--- src/rtl/core/assert_macros.svh ---
// Assertion helpers shared by the core RTL.
// Both use clk and arst_n from the enclosing module.
`ifndef ASSERT_MACROS_SVH
`define ASSERT_MACROS_SVH
`ifndef ASSERT_OFF
`define CHK_ALWAYS(lbl, expr, msg) \
	lbl: assert property (@(posedge clk) disable iff (!arst_n) (expr)) else $error(msg);
`define CHK_NEXT(lbl, ante, cons, msg) \
	lbl: assert property (@(posedge clk) disable iff (!arst_n) (ante) |=> (cons)) else $error(msg);
`else
`define CHK_ALWAYS(lbl, expr, msg)
`define CHK_NEXT(lbl, ante, cons, msg)
`endif
`endif

--- src/rtl/core/imadm_pkg.sv ---
package imadm_pkg;

	localparam int IdxW  = 7;
	localparam int PredW = 16;
	localparam int VolW  = 9;
	localparam int StepW = 15;

	localparam logic [IdxW-1:0] IDX_MAX    = 7'd88;
	localparam logic [VolW-1:0] VOL_RESET  = 9'd256;

	typedef enum logic {
		CMD_DECODE = 1'b0,
		CMD_LOAD   = 1'b1
	} cmd_t;

	typedef enum logic [0:0] {
		REG_VOLUME   = 1'b0,
		REG_MIX_MODE = 1'b1
	} cfg_reg_t;

	typedef struct packed {
		cmd_t                    cmd;
		logic [7:0]              code_byte;
		logic signed [PredW-1:0] mix_in;
		logic signed [PredW-1:0] load_predictor;
		logic [IdxW-1:0]         load_index;
		logic                    load_half;
	} in_item_t;

	typedef struct packed {
		logic signed [PredW-1:0] sample_out;
		logic                    byte_done;
		logic signed [PredW-1:0] predictor;
		logic [IdxW-1:0]         step_index;
		logic                    half;
	} out_item_t;

	// decoder state plus what the scaler needs, one beat per item
	typedef struct packed {
		logic                    load;
		logic                    byte_done;
		logic signed [PredW-1:0] predictor;
		logic [IdxW-1:0]         step_index;
		logic                    half;
		logic signed [PredW-1:0] mix_in;
	} mid_t;

	localparam logic [StepW-1:0] STEP_TAB [0:88] = '{
		15'd7, 15'd8, 15'd9, 15'd10, 15'd11, 15'd12, 15'd13, 15'd14, 15'd16, 15'd17,
		15'd19, 15'd21, 15'd23, 15'd25, 15'd28, 15'd31, 15'd34, 15'd37, 15'd41, 15'd45,
		15'd50, 15'd55, 15'd60, 15'd66, 15'd73, 15'd80, 15'd88, 15'd97, 15'd107, 15'd118,
		15'd130, 15'd143, 15'd157, 15'd173, 15'd190, 15'd209, 15'd230, 15'd253, 15'd279,
		15'd307, 15'd337, 15'd371, 15'd408, 15'd449, 15'd494, 15'd544, 15'd598, 15'd658,
		15'd724, 15'd796, 15'd876, 15'd963, 15'd1060, 15'd1166, 15'd1282, 15'd1411,
		15'd1552, 15'd1707, 15'd1878, 15'd2066, 15'd2272, 15'd2499, 15'd2749, 15'd3024,
		15'd3327, 15'd3660, 15'd4026, 15'd4428, 15'd4871, 15'd5358, 15'd5894, 15'd6484,
		15'd7132, 15'd7845, 15'd8630, 15'd9493, 15'd10442, 15'd11487, 15'd12635,
		15'd13899, 15'd15289, 15'd16818, 15'd18500, 15'd20350, 15'd22385, 15'd24623,
		15'd27086, 15'd29794, 15'd32767
	};

	function automatic logic [StepW-1:0] step_lookup(input logic [IdxW-1:0] idx);
		logic [IdxW-1:0] sat;
		sat = (idx > IDX_MAX) ? IDX_MAX : idx;
		return STEP_TAB[sat];
	endfunction

	// -1 for magnitudes 0..3, then 2, 4, 6, 8
	function automatic logic signed [4:0] idx_adjust(input logic [2:0] mag);
		logic [2:0] k;
		k = {1'b0, mag[1:0]} + 3'd1;
		return mag[2] ? $signed({1'b0, k, 1'b0}) : -5'sd1;
	endfunction

endpackage

--- src/rtl/core/imadm_decode.sv ---
`include "assert_macros.svh"

module imadm_decode (
	input  logic               clk,
	input  logic               arst_n,
	input  logic               in_valid,
	input  imadm_pkg::in_item_t in_data,
	output logic               in_ready,
	output logic               mid_valid,
	output imadm_pkg::mid_t    mid_data,
	input  logic               mid_ready
);
	import imadm_pkg::*;

	logic                    valid_s1;
	in_item_t                item_s1;
	logic                    valid_s2;
	mid_t                    mid_s2;
	logic signed [PredW-1:0] pred_q;
	logic [IdxW-1:0]         index_q;
	logic                    half_q;

	logic                    free_s2;
	logic                    commit;
	logic [3:0]              nib;
	logic [StepW-1:0]        step;
	logic signed [8:0]       idx_sum;
	logic [IdxW-1:0]         idx_dec;
	logic [16:0]             diff_mag;
	logic signed [17:0]      pred_sum;
	logic signed [PredW-1:0] pred_dec;
	logic [IdxW-1:0]         idx_load;
	mid_t                    mid_next;

	assign free_s2  = !valid_s2 || mid_ready;
	assign commit   = valid_s1 && free_s2;
	assign in_ready = !valid_s1 || free_s2;

	always_comb begin
		nib     = half_q ? item_s1.code_byte[7:4] : item_s1.code_byte[3:0];
		step    = step_lookup(index_q);
		idx_sum = $signed({2'b00, index_q}) + 9'(idx_adjust(nib[2:0]));
		if (idx_sum < 0) begin
			idx_dec = '0;
		end else if (idx_sum > $signed({2'b00, IDX_MAX})) begin
			idx_dec = IDX_MAX;
		end else begin
			idx_dec = idx_sum[IdxW-1:0];
		end

		diff_mag = {5'd0, step[StepW-1:3]}
			+ (nib[2] ? {2'd0, step} : 17'd0)
			+ (nib[1] ? {3'd0, step[StepW-1:1]} : 17'd0)
			+ (nib[0] ? {4'd0, step[StepW-1:2]} : 17'd0);
		if (nib[3]) begin
			pred_sum = 18'(pred_q) - $signed({1'b0, diff_mag});
		end else begin
			pred_sum = 18'(pred_q) + $signed({1'b0, diff_mag});
		end
		if (pred_sum > 18'sd32767) begin
			pred_dec = 16'sh7fff;
		end else if (pred_sum < -18'sd32768) begin
			pred_dec = 16'sh8000;
		end else begin
			pred_dec = pred_sum[PredW-1:0];
		end

		idx_load = (item_s1.load_index > IDX_MAX) ? IDX_MAX : item_s1.load_index;

		mid_next.mix_in = item_s1.mix_in;
		if (item_s1.cmd == CMD_LOAD) begin
			mid_next.load       = 1'b1;
			mid_next.byte_done  = 1'b0;
			mid_next.predictor  = item_s1.load_predictor;
			mid_next.step_index = idx_load;
			mid_next.half       = item_s1.load_half;
		end else begin
			mid_next.load       = 1'b0;
			mid_next.byte_done  = half_q;
			mid_next.predictor  = pred_dec;
			mid_next.step_index = idx_dec;
			mid_next.half       = ~half_q;
		end
	end

	always_ff @(posedge clk or negedge arst_n) begin
		if (!arst_n) begin
			valid_s1 <= 1'b0;
			valid_s2 <= 1'b0;
			pred_q   <= '0;
			index_q  <= '0;
			half_q   <= 1'b0;
		end else begin
			if (in_ready) begin
				valid_s1 <= in_valid;
			end
			if (free_s2) begin
				valid_s2 <= valid_s1;
			end
			if (commit) begin
				pred_q  <= mid_next.predictor;
				index_q <= mid_next.step_index;
				half_q  <= mid_next.half;
			end
		end
	end

	always_ff @(posedge clk) begin
		if (in_valid && in_ready) begin
			item_s1 <= in_data;
		end
		if (commit) begin
			mid_s2 <= mid_next;
		end
	end

	assign mid_valid = valid_s2;
	assign mid_data  = mid_s2;

	`CHK_ALWAYS(a_idx_range, index_q <= IDX_MAX, "step index out of range")
	`CHK_NEXT(a_half_flip, commit && item_s1.cmd == CMD_DECODE, half_q != $past(half_q), "half flag did not toggle on decode")
	`CHK_NEXT(a_state_report, commit, pred_q == mid_s2.predictor && index_q == mid_s2.step_index && half_q == mid_s2.half, "reported state differs from held state")
	`CHK_ALWAYS(a_done_high_nib, !(valid_s2 && mid_s2.byte_done) || (!mid_s2.load && !mid_s2.half), "byte_done without high nibble")

endmodule

--- src/rtl/core/imadm_scale.sv ---
`include "assert_macros.svh"

module imadm_scale (
	input  logic                            clk,
	input  logic                            arst_n,
	input  logic                            mid_valid,
	input  imadm_pkg::mid_t                 mid_data,
	output logic                            mid_ready,
	input  logic [imadm_pkg::VolW-1:0]      volume,
	input  logic                            mix_mode,
	output logic                            res_valid,
	output imadm_pkg::out_item_t            res_data,
	input  logic                            res_stall
);
	import imadm_pkg::*;

	logic               res_valid_q;
	out_item_t          res_q;
	logic               take;
	logic signed [25:0] prod;
	logic [PredW-1:0]   scaled;
	out_item_t          res_next;

	assign mid_ready = !res_valid_q || !res_stall;
	assign take      = mid_valid && mid_ready;

	always_comb begin
		// |prod| < 2^24, so bits 23:8 are the floor shift truncated to 16 bits
		prod   = mid_data.predictor * $signed({1'b0, volume});
		scaled = prod[23:8];

		res_next.byte_done  = mid_data.byte_done;
		res_next.predictor  = mid_data.predictor;
		res_next.step_index = mid_data.step_index;
		res_next.half       = mid_data.half;
		if (mid_data.load) begin
			res_next.sample_out = '0;
		end else if (mix_mode) begin
			res_next.sample_out = $signed(scaled + mid_data.mix_in);
		end else begin
			res_next.sample_out = $signed(scaled);
		end
	end

	always_ff @(posedge clk or negedge arst_n) begin
		if (!arst_n) begin
			res_valid_q <= 1'b0;
		end else if (mid_ready) begin
			res_valid_q <= mid_valid;
		end
	end

	always_ff @(posedge clk) begin
		if (take) begin
			res_q <= res_next;
		end
	end

	assign res_valid = res_valid_q;
	assign res_data  = res_q;

	`CHK_NEXT(a_load_zero, take && mid_data.load, res_q.sample_out == '0 && !res_q.byte_done, "load beat with nonzero sample")
	`CHK_NEXT(a_state_pass, take, res_q.predictor == $past(mid_data.predictor) && res_q.step_index == $past(mid_data.step_index), "state fields corrupted")
	`CHK_ALWAYS(a_backpressure, !(mid_valid && !mid_ready) || (res_valid_q && res_stall), "mid beat held without output stall")

endmodule

--- src/rtl/core/ima_adpcm_decode_mix.sv ---
// IMA 4-bit ADPCM decoder with volume scaling and optional mix-in.
// dec channel: dec_valid/dec_stall/dec_data. A beat is taken at a clock edge
//   with dec_valid high and dec_stall low. cmd decode eats one nibble of
//   code_byte (low first, then high); cmd load restores predictor, step index
//   and half flag.
// res channel: res_valid/res_stall/res_data, one beat per input beat, in order.
//   Each beat carries the sample and the decoder state for saving.
// cfg channel: cfg_valid/cfg_ready/cfg_index/cfg_data; index 0 volume,
//   index 1 mix_mode. cfg_ready is always high; write only when idle.
// Pipeline: input register, decode stage register with the state update,
//   scale/mix output register. Throughput: one beat per cycle while
//   res_stall is low; the decoder state loop (step lookup, add, clamp)
//   is combinational between the state registers.
// A stalled result holds; the stages behind it fill, then dec_stall rises.
// Reset: predictor 0, step index 0, low nibble next, volume 256, no mix,
//   all stages empty.
module ima_adpcm_decode_mix (
	input  logic                        clk,
	input  logic                        arst_n,
	input  logic                        dec_valid,
	output logic                        dec_stall,
	input  imadm_pkg::in_item_t         dec_data,
	output logic                        res_valid,
	input  logic                        res_stall,
	output imadm_pkg::out_item_t        res_data,
	input  logic                        cfg_valid,
	output logic                        cfg_ready,
	input  imadm_pkg::cfg_reg_t         cfg_index,
	input  logic [imadm_pkg::VolW-1:0]  cfg_data
);
	import imadm_pkg::*;

	logic [VolW-1:0] volume_q;
	logic            mix_mode_q;
	logic            dec_ready;
	logic            mid_valid;
	logic            mid_ready;
	mid_t            mid_data;

	assign cfg_ready = 1'b1;
	assign dec_stall = !dec_ready;

	always_ff @(posedge clk or negedge arst_n) begin
		if (!arst_n) begin
			volume_q   <= VOL_RESET;
			mix_mode_q <= 1'b0;
		end else if (cfg_valid && cfg_ready) begin
			case (cfg_index)
				REG_VOLUME:   volume_q   <= cfg_data;
				REG_MIX_MODE: mix_mode_q <= cfg_data[0];
				default:      ;
			endcase
		end
	end

	imadm_decode u_decode (
		.clk       (clk),
		.arst_n    (arst_n),
		.in_valid  (dec_valid),
		.in_data   (dec_data),
		.in_ready  (dec_ready),
		.mid_valid (mid_valid),
		.mid_data  (mid_data),
		.mid_ready (mid_ready)
	);

	imadm_scale u_scale (
		.clk       (clk),
		.arst_n    (arst_n),
		.mid_valid (mid_valid),
		.mid_data  (mid_data),
		.mid_ready (mid_ready),
		.volume    (volume_q),
		.mix_mode  (mix_mode_q),
		.res_valid (res_valid),
		.res_data  (res_data),
		.res_stall (res_stall)
	);

endmodule
--- config.mk ---
export PLATFORM = sky130hd
export DESIGN_NAME = ima_adpcm_decode_mix
export DESIGN_NICKNAME = d
export VERILOG_FILES = /design/src/rtl/core/imadm_pkg.sv /design/src/rtl/core/imadm_decode.sv /design/src/rtl/core/imadm_scale.sv /design/src/rtl/core/ima_adpcm_decode_mix.sv
export VERILOG_INCLUDE_DIRS = /design/src /design/src/rtl/core
export SDC_FILE = /design/constraint.sdc
export NUM_CORES = 1
export LEC_CHECK = 0
export ABC_AREA = 1
export BUFFER_PORTS_ARGS = -buffer_cell sky130_fd_sc_hd__buf_2
export CELL_PAD_IN_SITES_DETAIL_PLACEMENT = 1
export CELL_PAD_IN_SITES_GLOBAL_PLACEMENT = 1
export CORE_MARGIN = 4
export CORE_UTILIZATION = 48
export CTS_BUF_LIST = sky130_fd_sc_hd__clkbuf_8
export DETAILED_ROUTE_END_ITERATION = 6
export PLACE_DENSITY_LB_ADDON = 0.1
export SYNTH_ARGS = -nofsm -noshare
export SYNTH_HDL_FRONTEND = slang
export SYNTH_SLANG_ARGS = --single-unit
--- constraint.sdc ---
create_clock -name clk -period 8.7 [get_ports clk]
set_clock_uncertainty 0.2 [all_clocks]
set_input_delay 0.435 -clock clk [delete_from_list [all_inputs] [get_ports clk]]
set_output_delay 0.435 -clock clk [all_outputs]
set_load 0.02 [all_outputs]
## After elaboration in Yosys (flattened, before gate mapping)

Memories as Yosys holds them, arrays and structs flattened.
Index checks and enable logic that the tools add are counted.

| storage, ports and cells | value |
|---|---|
| flip-flop bits (word level) | 169 |
| bits in latches | 0 |
| bits in writable memories | 0 |
| bits in read-only memories | 1920 |
| input bits | 64 |
| output and inout port bits | 44 |
| logic and storage cells | 74 |
| memories kept | 1 |

Memory list:

| memory | words | bits a word | rd ports | clocked after memory_dff | wr ports | RTL line | RTL |
|---|---|---|---|---|---|---|---|
| (name not given) | 128 | 15 | 1 | 0 | 0 | imadm_pkg.sv:65 | `return STEP_TAB[sat];` |

| operators by class | value |
|---|---|
| add/subtract/negate cells | 8 |
| multiply operators | 1 |
| divide/modulo/power cells | 0 |
| magnitude comparators | 7 |
| eq/ne operators | 0 |
| shift-type cells | 0 |
| muxes and demuxes | 16 |
| bitwise operators | 3 |
| reductions and logical operators | 13 |

Operators by type and width:

| cell | count |
|---|---|
| $mux 16 | 3 |
| $mux 15 | 3 |
| $add 17x17->17 | 2 |
| $mux 7 | 4 |
| $mux 26 | 1 |
| $mul 16x10->24 | 1 |
| $add 16x18->18 | 1 |
| $gt 18x16->1 const B | 1 |
| $lt 18x16->1 const B | 1 |
| $mux 18 | 1 |
| $sub 16x18->18 | 1 |
| $add 12x17->17 | 1 |
| $add 16x16->16 | 1 |
| $gt 7x7->1 const B | 2 |
| $mux 14 | 1 |
| $mux 13 | 1 |
| $add 8x5->9 | 1 |
| $gt 9x8->1 const B | 1 |
| $lt 9x1->1 const B | 1 |
| $ge 8x8->1 const B | 1 |
| $not 7->8 | 1 |
| $logic_not 1->1 | 5 |
| $mux 5 | 1 |
| $mux 4 | 1 |
| other kinds (5) | 11 |

## Logic depth before layout (Yosys ltp)

| depth | value |
|---|---|
| depth after elaboration | 16 |
| gate-level depth with buffers | 51 |
| mapped depth without buffers | 50 |

## By module

Synthesis repeated with hierarchy kept, for this count alone.

| unflattened totals | value |
|---|---|
| cells, all modules | 2301 |
| area total of the unflattened synthesis | 17598.1 µm² |

Modules (own cells, without submodules):

| module | times used | cells each | area an instance (µm²) | sequential area each (µm²) |
|---|---|---|---|---|
| imadm_decode | 1 | 1161 | 9108.7 | 3383.2 |
| imadm_scale | 1 | 1093 | 8072.7 | 1256.2 |
| ima_adpcm_decode_mix | 1 | 47 | 416.6 | 251.5 |

## Worst setup path after synthesis

OpenSTA, ideal clock, no wires.

| timing path | value |
|---|---|
| path kind | register to register |
| start point | register u_decode.index_q[0] |
| end point | register u_decode.mid_s2 (netlist bit u_decode.mid_data[28]) (data pin) |
| library setup time | 261 ps |
| arrival time | 7335 ps |
| required time | 8239 ps |
| slack | 904 ps |
| cell stages (with the launch flop) | 43 |
| path buffers | 1 |
| period minus slack after synthesis | 7796 ps |
| cells stage by stage | dfrtp_1 -> nor3_1 -> o21ai_1 -> nand2_1 -> inv_1 -> nor2_2 -> inv_1 -> ha_1 -> inv_1 -> nor2_1 -> a21oi_1 -> o21ai_0 -> o21ai_0 -> o2111ai_1 -> a21oi_1 -> fa_1 -> inv_1 -> fa_1 -> (+7 left out) -> nor2_1 -> inv_1 -> a21oi_1 -> nand2_1 -> o31ai_1 -> nand2_1 -> xnor2_1 -> ha_1 -> inv_1 -> nor3_1 -> nand2_1 -> o311ai_0 -> inv_1 -> nand3_2 -> nand3_2 -> nand2_2 -> buf_2 -> a21boi_1 |

RTL lines:

| element | RTL line | RTL |
|---|---|---|
| start: declaration | imadm_decode.sv:20 | `logic [IdxW-1:0] index_q;` |
| start signal: assignment | imadm_decode.sv:102 | `index_q <= mid_next.step_index;` |
| end signal: assignment | imadm_decode.sv:113 | `mid_s2 <= mid_next;` |
| end: declaration | imadm_decode.sv:18 | `mid_t mid_s2;` |

==> results.tsv <==
stage	metric	value	unit
critical_path	crit path max-delay cell type	fa_1	
finish	fraction of layout cells with a size suffix above 1	12.5	%
critical_path	CP max stage delay	520	ps
global_routing	gr usage total	28.4	%
logic_synthesis	most frequent cell after synthesis	nand2_1	
global_routing	largest net degree at the start of global routing	64	
placed_design	worst slack at placement	186	ps
placed_design	Placer Congestion	0.958	
logic_synthesis	top-area cell type share of the netlist area	23.6	%
die	CORE AREA	34500	um2
timing	post-route setup slack	498	ps
cts	H-tree levels	4	
die	initial core utilization	48.5	%
timing	Period minus WS final	8200	ps
logic_synthesis	Mean Syn Cell Area	8.12	um2
global_routing	Overflow after GRT	0	
logic_synthesis	Post-synth EDFFs	132	
critical_path	cell mode on critical path	nand2_1	
logic_synthesis	top post-synthesis cells by count	nand2_1 (489), inv_1 (407), fa_1 (142), nor2_1 (133), edfxtp_1 (132)	
die	Die X	195	um
timing	final hold viol count	0	
cts	CTS Root Cell	clkbuf_8	
finish	Fill cells	4242	
global_routing	first-pass GRT wire length	85800	um
logic_synthesis	area leader, netlist	edfxtp_1	
cts	Clk Latency, worst-skew pair	530	ps
logic_synthesis	Synth Instances	2064	
timing	worst slew pin tran	1060	ps
timing	Slew headroom	29.1	%
min_path	class of the worst hold path	in2reg	
timing	fmax	0.122	GHz
logic_synthesis	Netlist cell types	60	
cts	CTS Sinks	169	
routing	ANT nets after route	0	
global_routing	initial antenna violation count	0	
global_routing	vias in the first global route	16062	
die	I/O Pins	108	
cts	clock-pin slew on the worst setup and hold paths	130	ps
die	die area	38000	um2
cts	CTS tree	yes	
routing	# DRC	0	
cts	Num CTS Buffers	17	
logic_synthesis	syn nets	2393	
die	row cnt	68	
routing	wire length per cell	19.9	um
routing	final WL	53800	um
routing	DRT Pass-1 Iters	5	
critical_path	Max FO, Critical Path	7	
timing	final setup fails	0	
timing	hold_ws	21.4	ps
critical_path	CP endpoint kind	register	
timing	Slew Limit Fails	0	
critical_path	crit path launch type	register	
finish	ANT cells	0	
run	number of max-cap violations	0	
routing	vias per cell	5.38	
critical_path	Crit path arrival time	8340	ps
critical_path	Setup CP Type	reg2reg	
placed_design	Detail Placement HPWL	41800	um
placed_design	count of input and output buffers	106	
cts	Max Buffers Root-to-Sink	2	
die	Chip Height	195	um
critical_path	Crit path buffers/inverters	8	
logic_synthesis	Main synth FF type	edfxtp_1	
critical_path	crit-path leading delay family	simple AND/OR/NAND/NOR gates	
routing	DR vias	14582	
critical_path	CP Data Required Time	8830	ps
timing	period utilization	94.3	%
logic_synthesis	synthesized flop and latch total	169	
timing	setup TNS	0	ps
logic_synthesis	Yosys warnings	0	
routing	number of DRC markers in iteration 0	742	
finish	synthesis-to-finish area growth	13.8	%
outcome	status	completed	
finish	final core occ	55.3	%
finish	final net count	2571	
logic_synthesis	post-synthesis instance area	16800	um2
logic_synthesis	top cells by area, synth	edfxtp_1 (24%), fa_1 (17%), nand2_1 (11%)	
logic_synthesis	post-synthesis async set-or-reset flop share	21.9	%
logic_synthesis	register area share after synthesis	29.2	%
==> flip-flops by register name, summed over array words and instances (netlist names) <==
name / flops
u_decode.item_s1: 49
u_decode.mid_data: 42
u_scale.res_data: 41
u_decode.pred_q: 16
volume_q: 9
u_decode.index_q: 7
mix_mode_q: 1
u_decode.half_q: 1
u_decode.mid_valid: 1
u_decode.valid_s1: 1
u_scale.res_valid: 1
==> cell families after synthesis <==
kind of cell             Yosys count  share of synthesized area [%]
flip-flops                       169                           29.2
other                              1                         0.0224
AO/OA/AOI/OAI                    286                           9.90
adder cells (fa/ha/maj)          265                           26.1
buffers and inverters            478                           11.0
AND/OR/NAND/NOR                  789                           19.7
multiplexers                       6                          0.403
XOR/XNOR                          70                           3.66
==> layout by cell type, fill, tap and decap left out, types with 4 or more instances in the layout <==
cell type      Yosys  routed
nand2_1          489     487
inv_1            407     405
fa_1             142     142
edfxtp_1         132     132
nor2_1           133     130
ha_1             123     121
a21oi_1          111     108
buf_2             10     106
o21ai_0           88      84
nand3_1           76      76
dlygate4sd3_1      0      61
buf_4              4      55
xor2_1            48      48
dfrtp_1           36      34
or2_2             24      24
nand2_2           21      23
xnor2_1           22      22
clkbuf_8           0      17
a21boi_1          15      15
o21bai_1          13      13
nor3_1            12      10
nand4_1            9       9
o211ai_1           9       9
o21ai_1            4       8
inv_2              5       8
nand3b_1           7       7
nor2_2             5       6
mux2_2             6       6
a31oi_1            5       5
a211oi_1           5       5
a21o_1             4       4
o22ai_1            4       4
nand3_2            3       4
clkinv_4           0       4
==> through the flow <==
step	cell area, um2	instances
after global placement	18000	2613
final	19100	2710
after CTS	19000	2706
after global routing	19100	2710
after detailed placement	18000	2613
after floorplan	16800	2064
==> tightest hold or removal path: stages <==
cell	delay (ps)
buf_2	100
inv_1	70
o21ai_0	90
==> per-layer routing <==
| metal | part of all wire (%) | global-route usage, % |
|---|---|---|
| met1 | 42 | 35.9 |
| met2 | 52 | 50.9 |
| met3 | 3.4 | 2.93 |
| met4 | 2.9 | 9.70 |
| met5 | 0 | 0 |
==> final cells by class <==
type / instances / area (um2) / share of cell area [%]
well taps: 455 / 569 / 2.98
multi-input cells: 1418 / 10100 / 53.1
clock buffers: 17 / 234 / 1.23
flip-flops and latches: 169 / 4890 / 25.6
repair buffers: 223 / 1570 / 8.25
clock inverters: 15 / 140 / 0.734
inverters: 413 / 1550 / 8.12
==> timing repair <==
action | CTS | global route
setup endpoints to repair | 0 | 32
hold buffers | 61 | 0
endpoints found under the hold margin | 95 | 0
resized for setup | 0 | 23
buffers inserted | 0 | 3
==> worst paths after layout <==
path                                            startpoint                              end  slack (ps)  cells past startpoint
max in group asynchronous                           arst_n  u_decode.index_q[2]$_DFFE_PN0P_        7140                      2
setup reg to reg           u_decode.index_q[1]$_DFFE_PN0P_  u_decode.mid_data[38]$_DFFE_PP_         500                     43
hold reg to reg             u_decode.item_s1[31]$_DFFE_PP_   u_decode.mid_data[7]$_DFFE_PP_         220                      0
hold / removal                                 cfg_data[0]          volume_q[0]$_DFFE_PN0P_          20                      3
setup / recovery           u_decode.index_q[1]$_DFFE_PN0P_  u_decode.mid_data[38]$_DFFE_PP_         500                     43
min in group asynchronous                           arst_n          volume_q[3]$_DFFE_PN0P_         440                      2
Power is left out: the tool's default activity adds up to more than one toggle a clock period on the data nets, which glitch-free logic cannot reach.
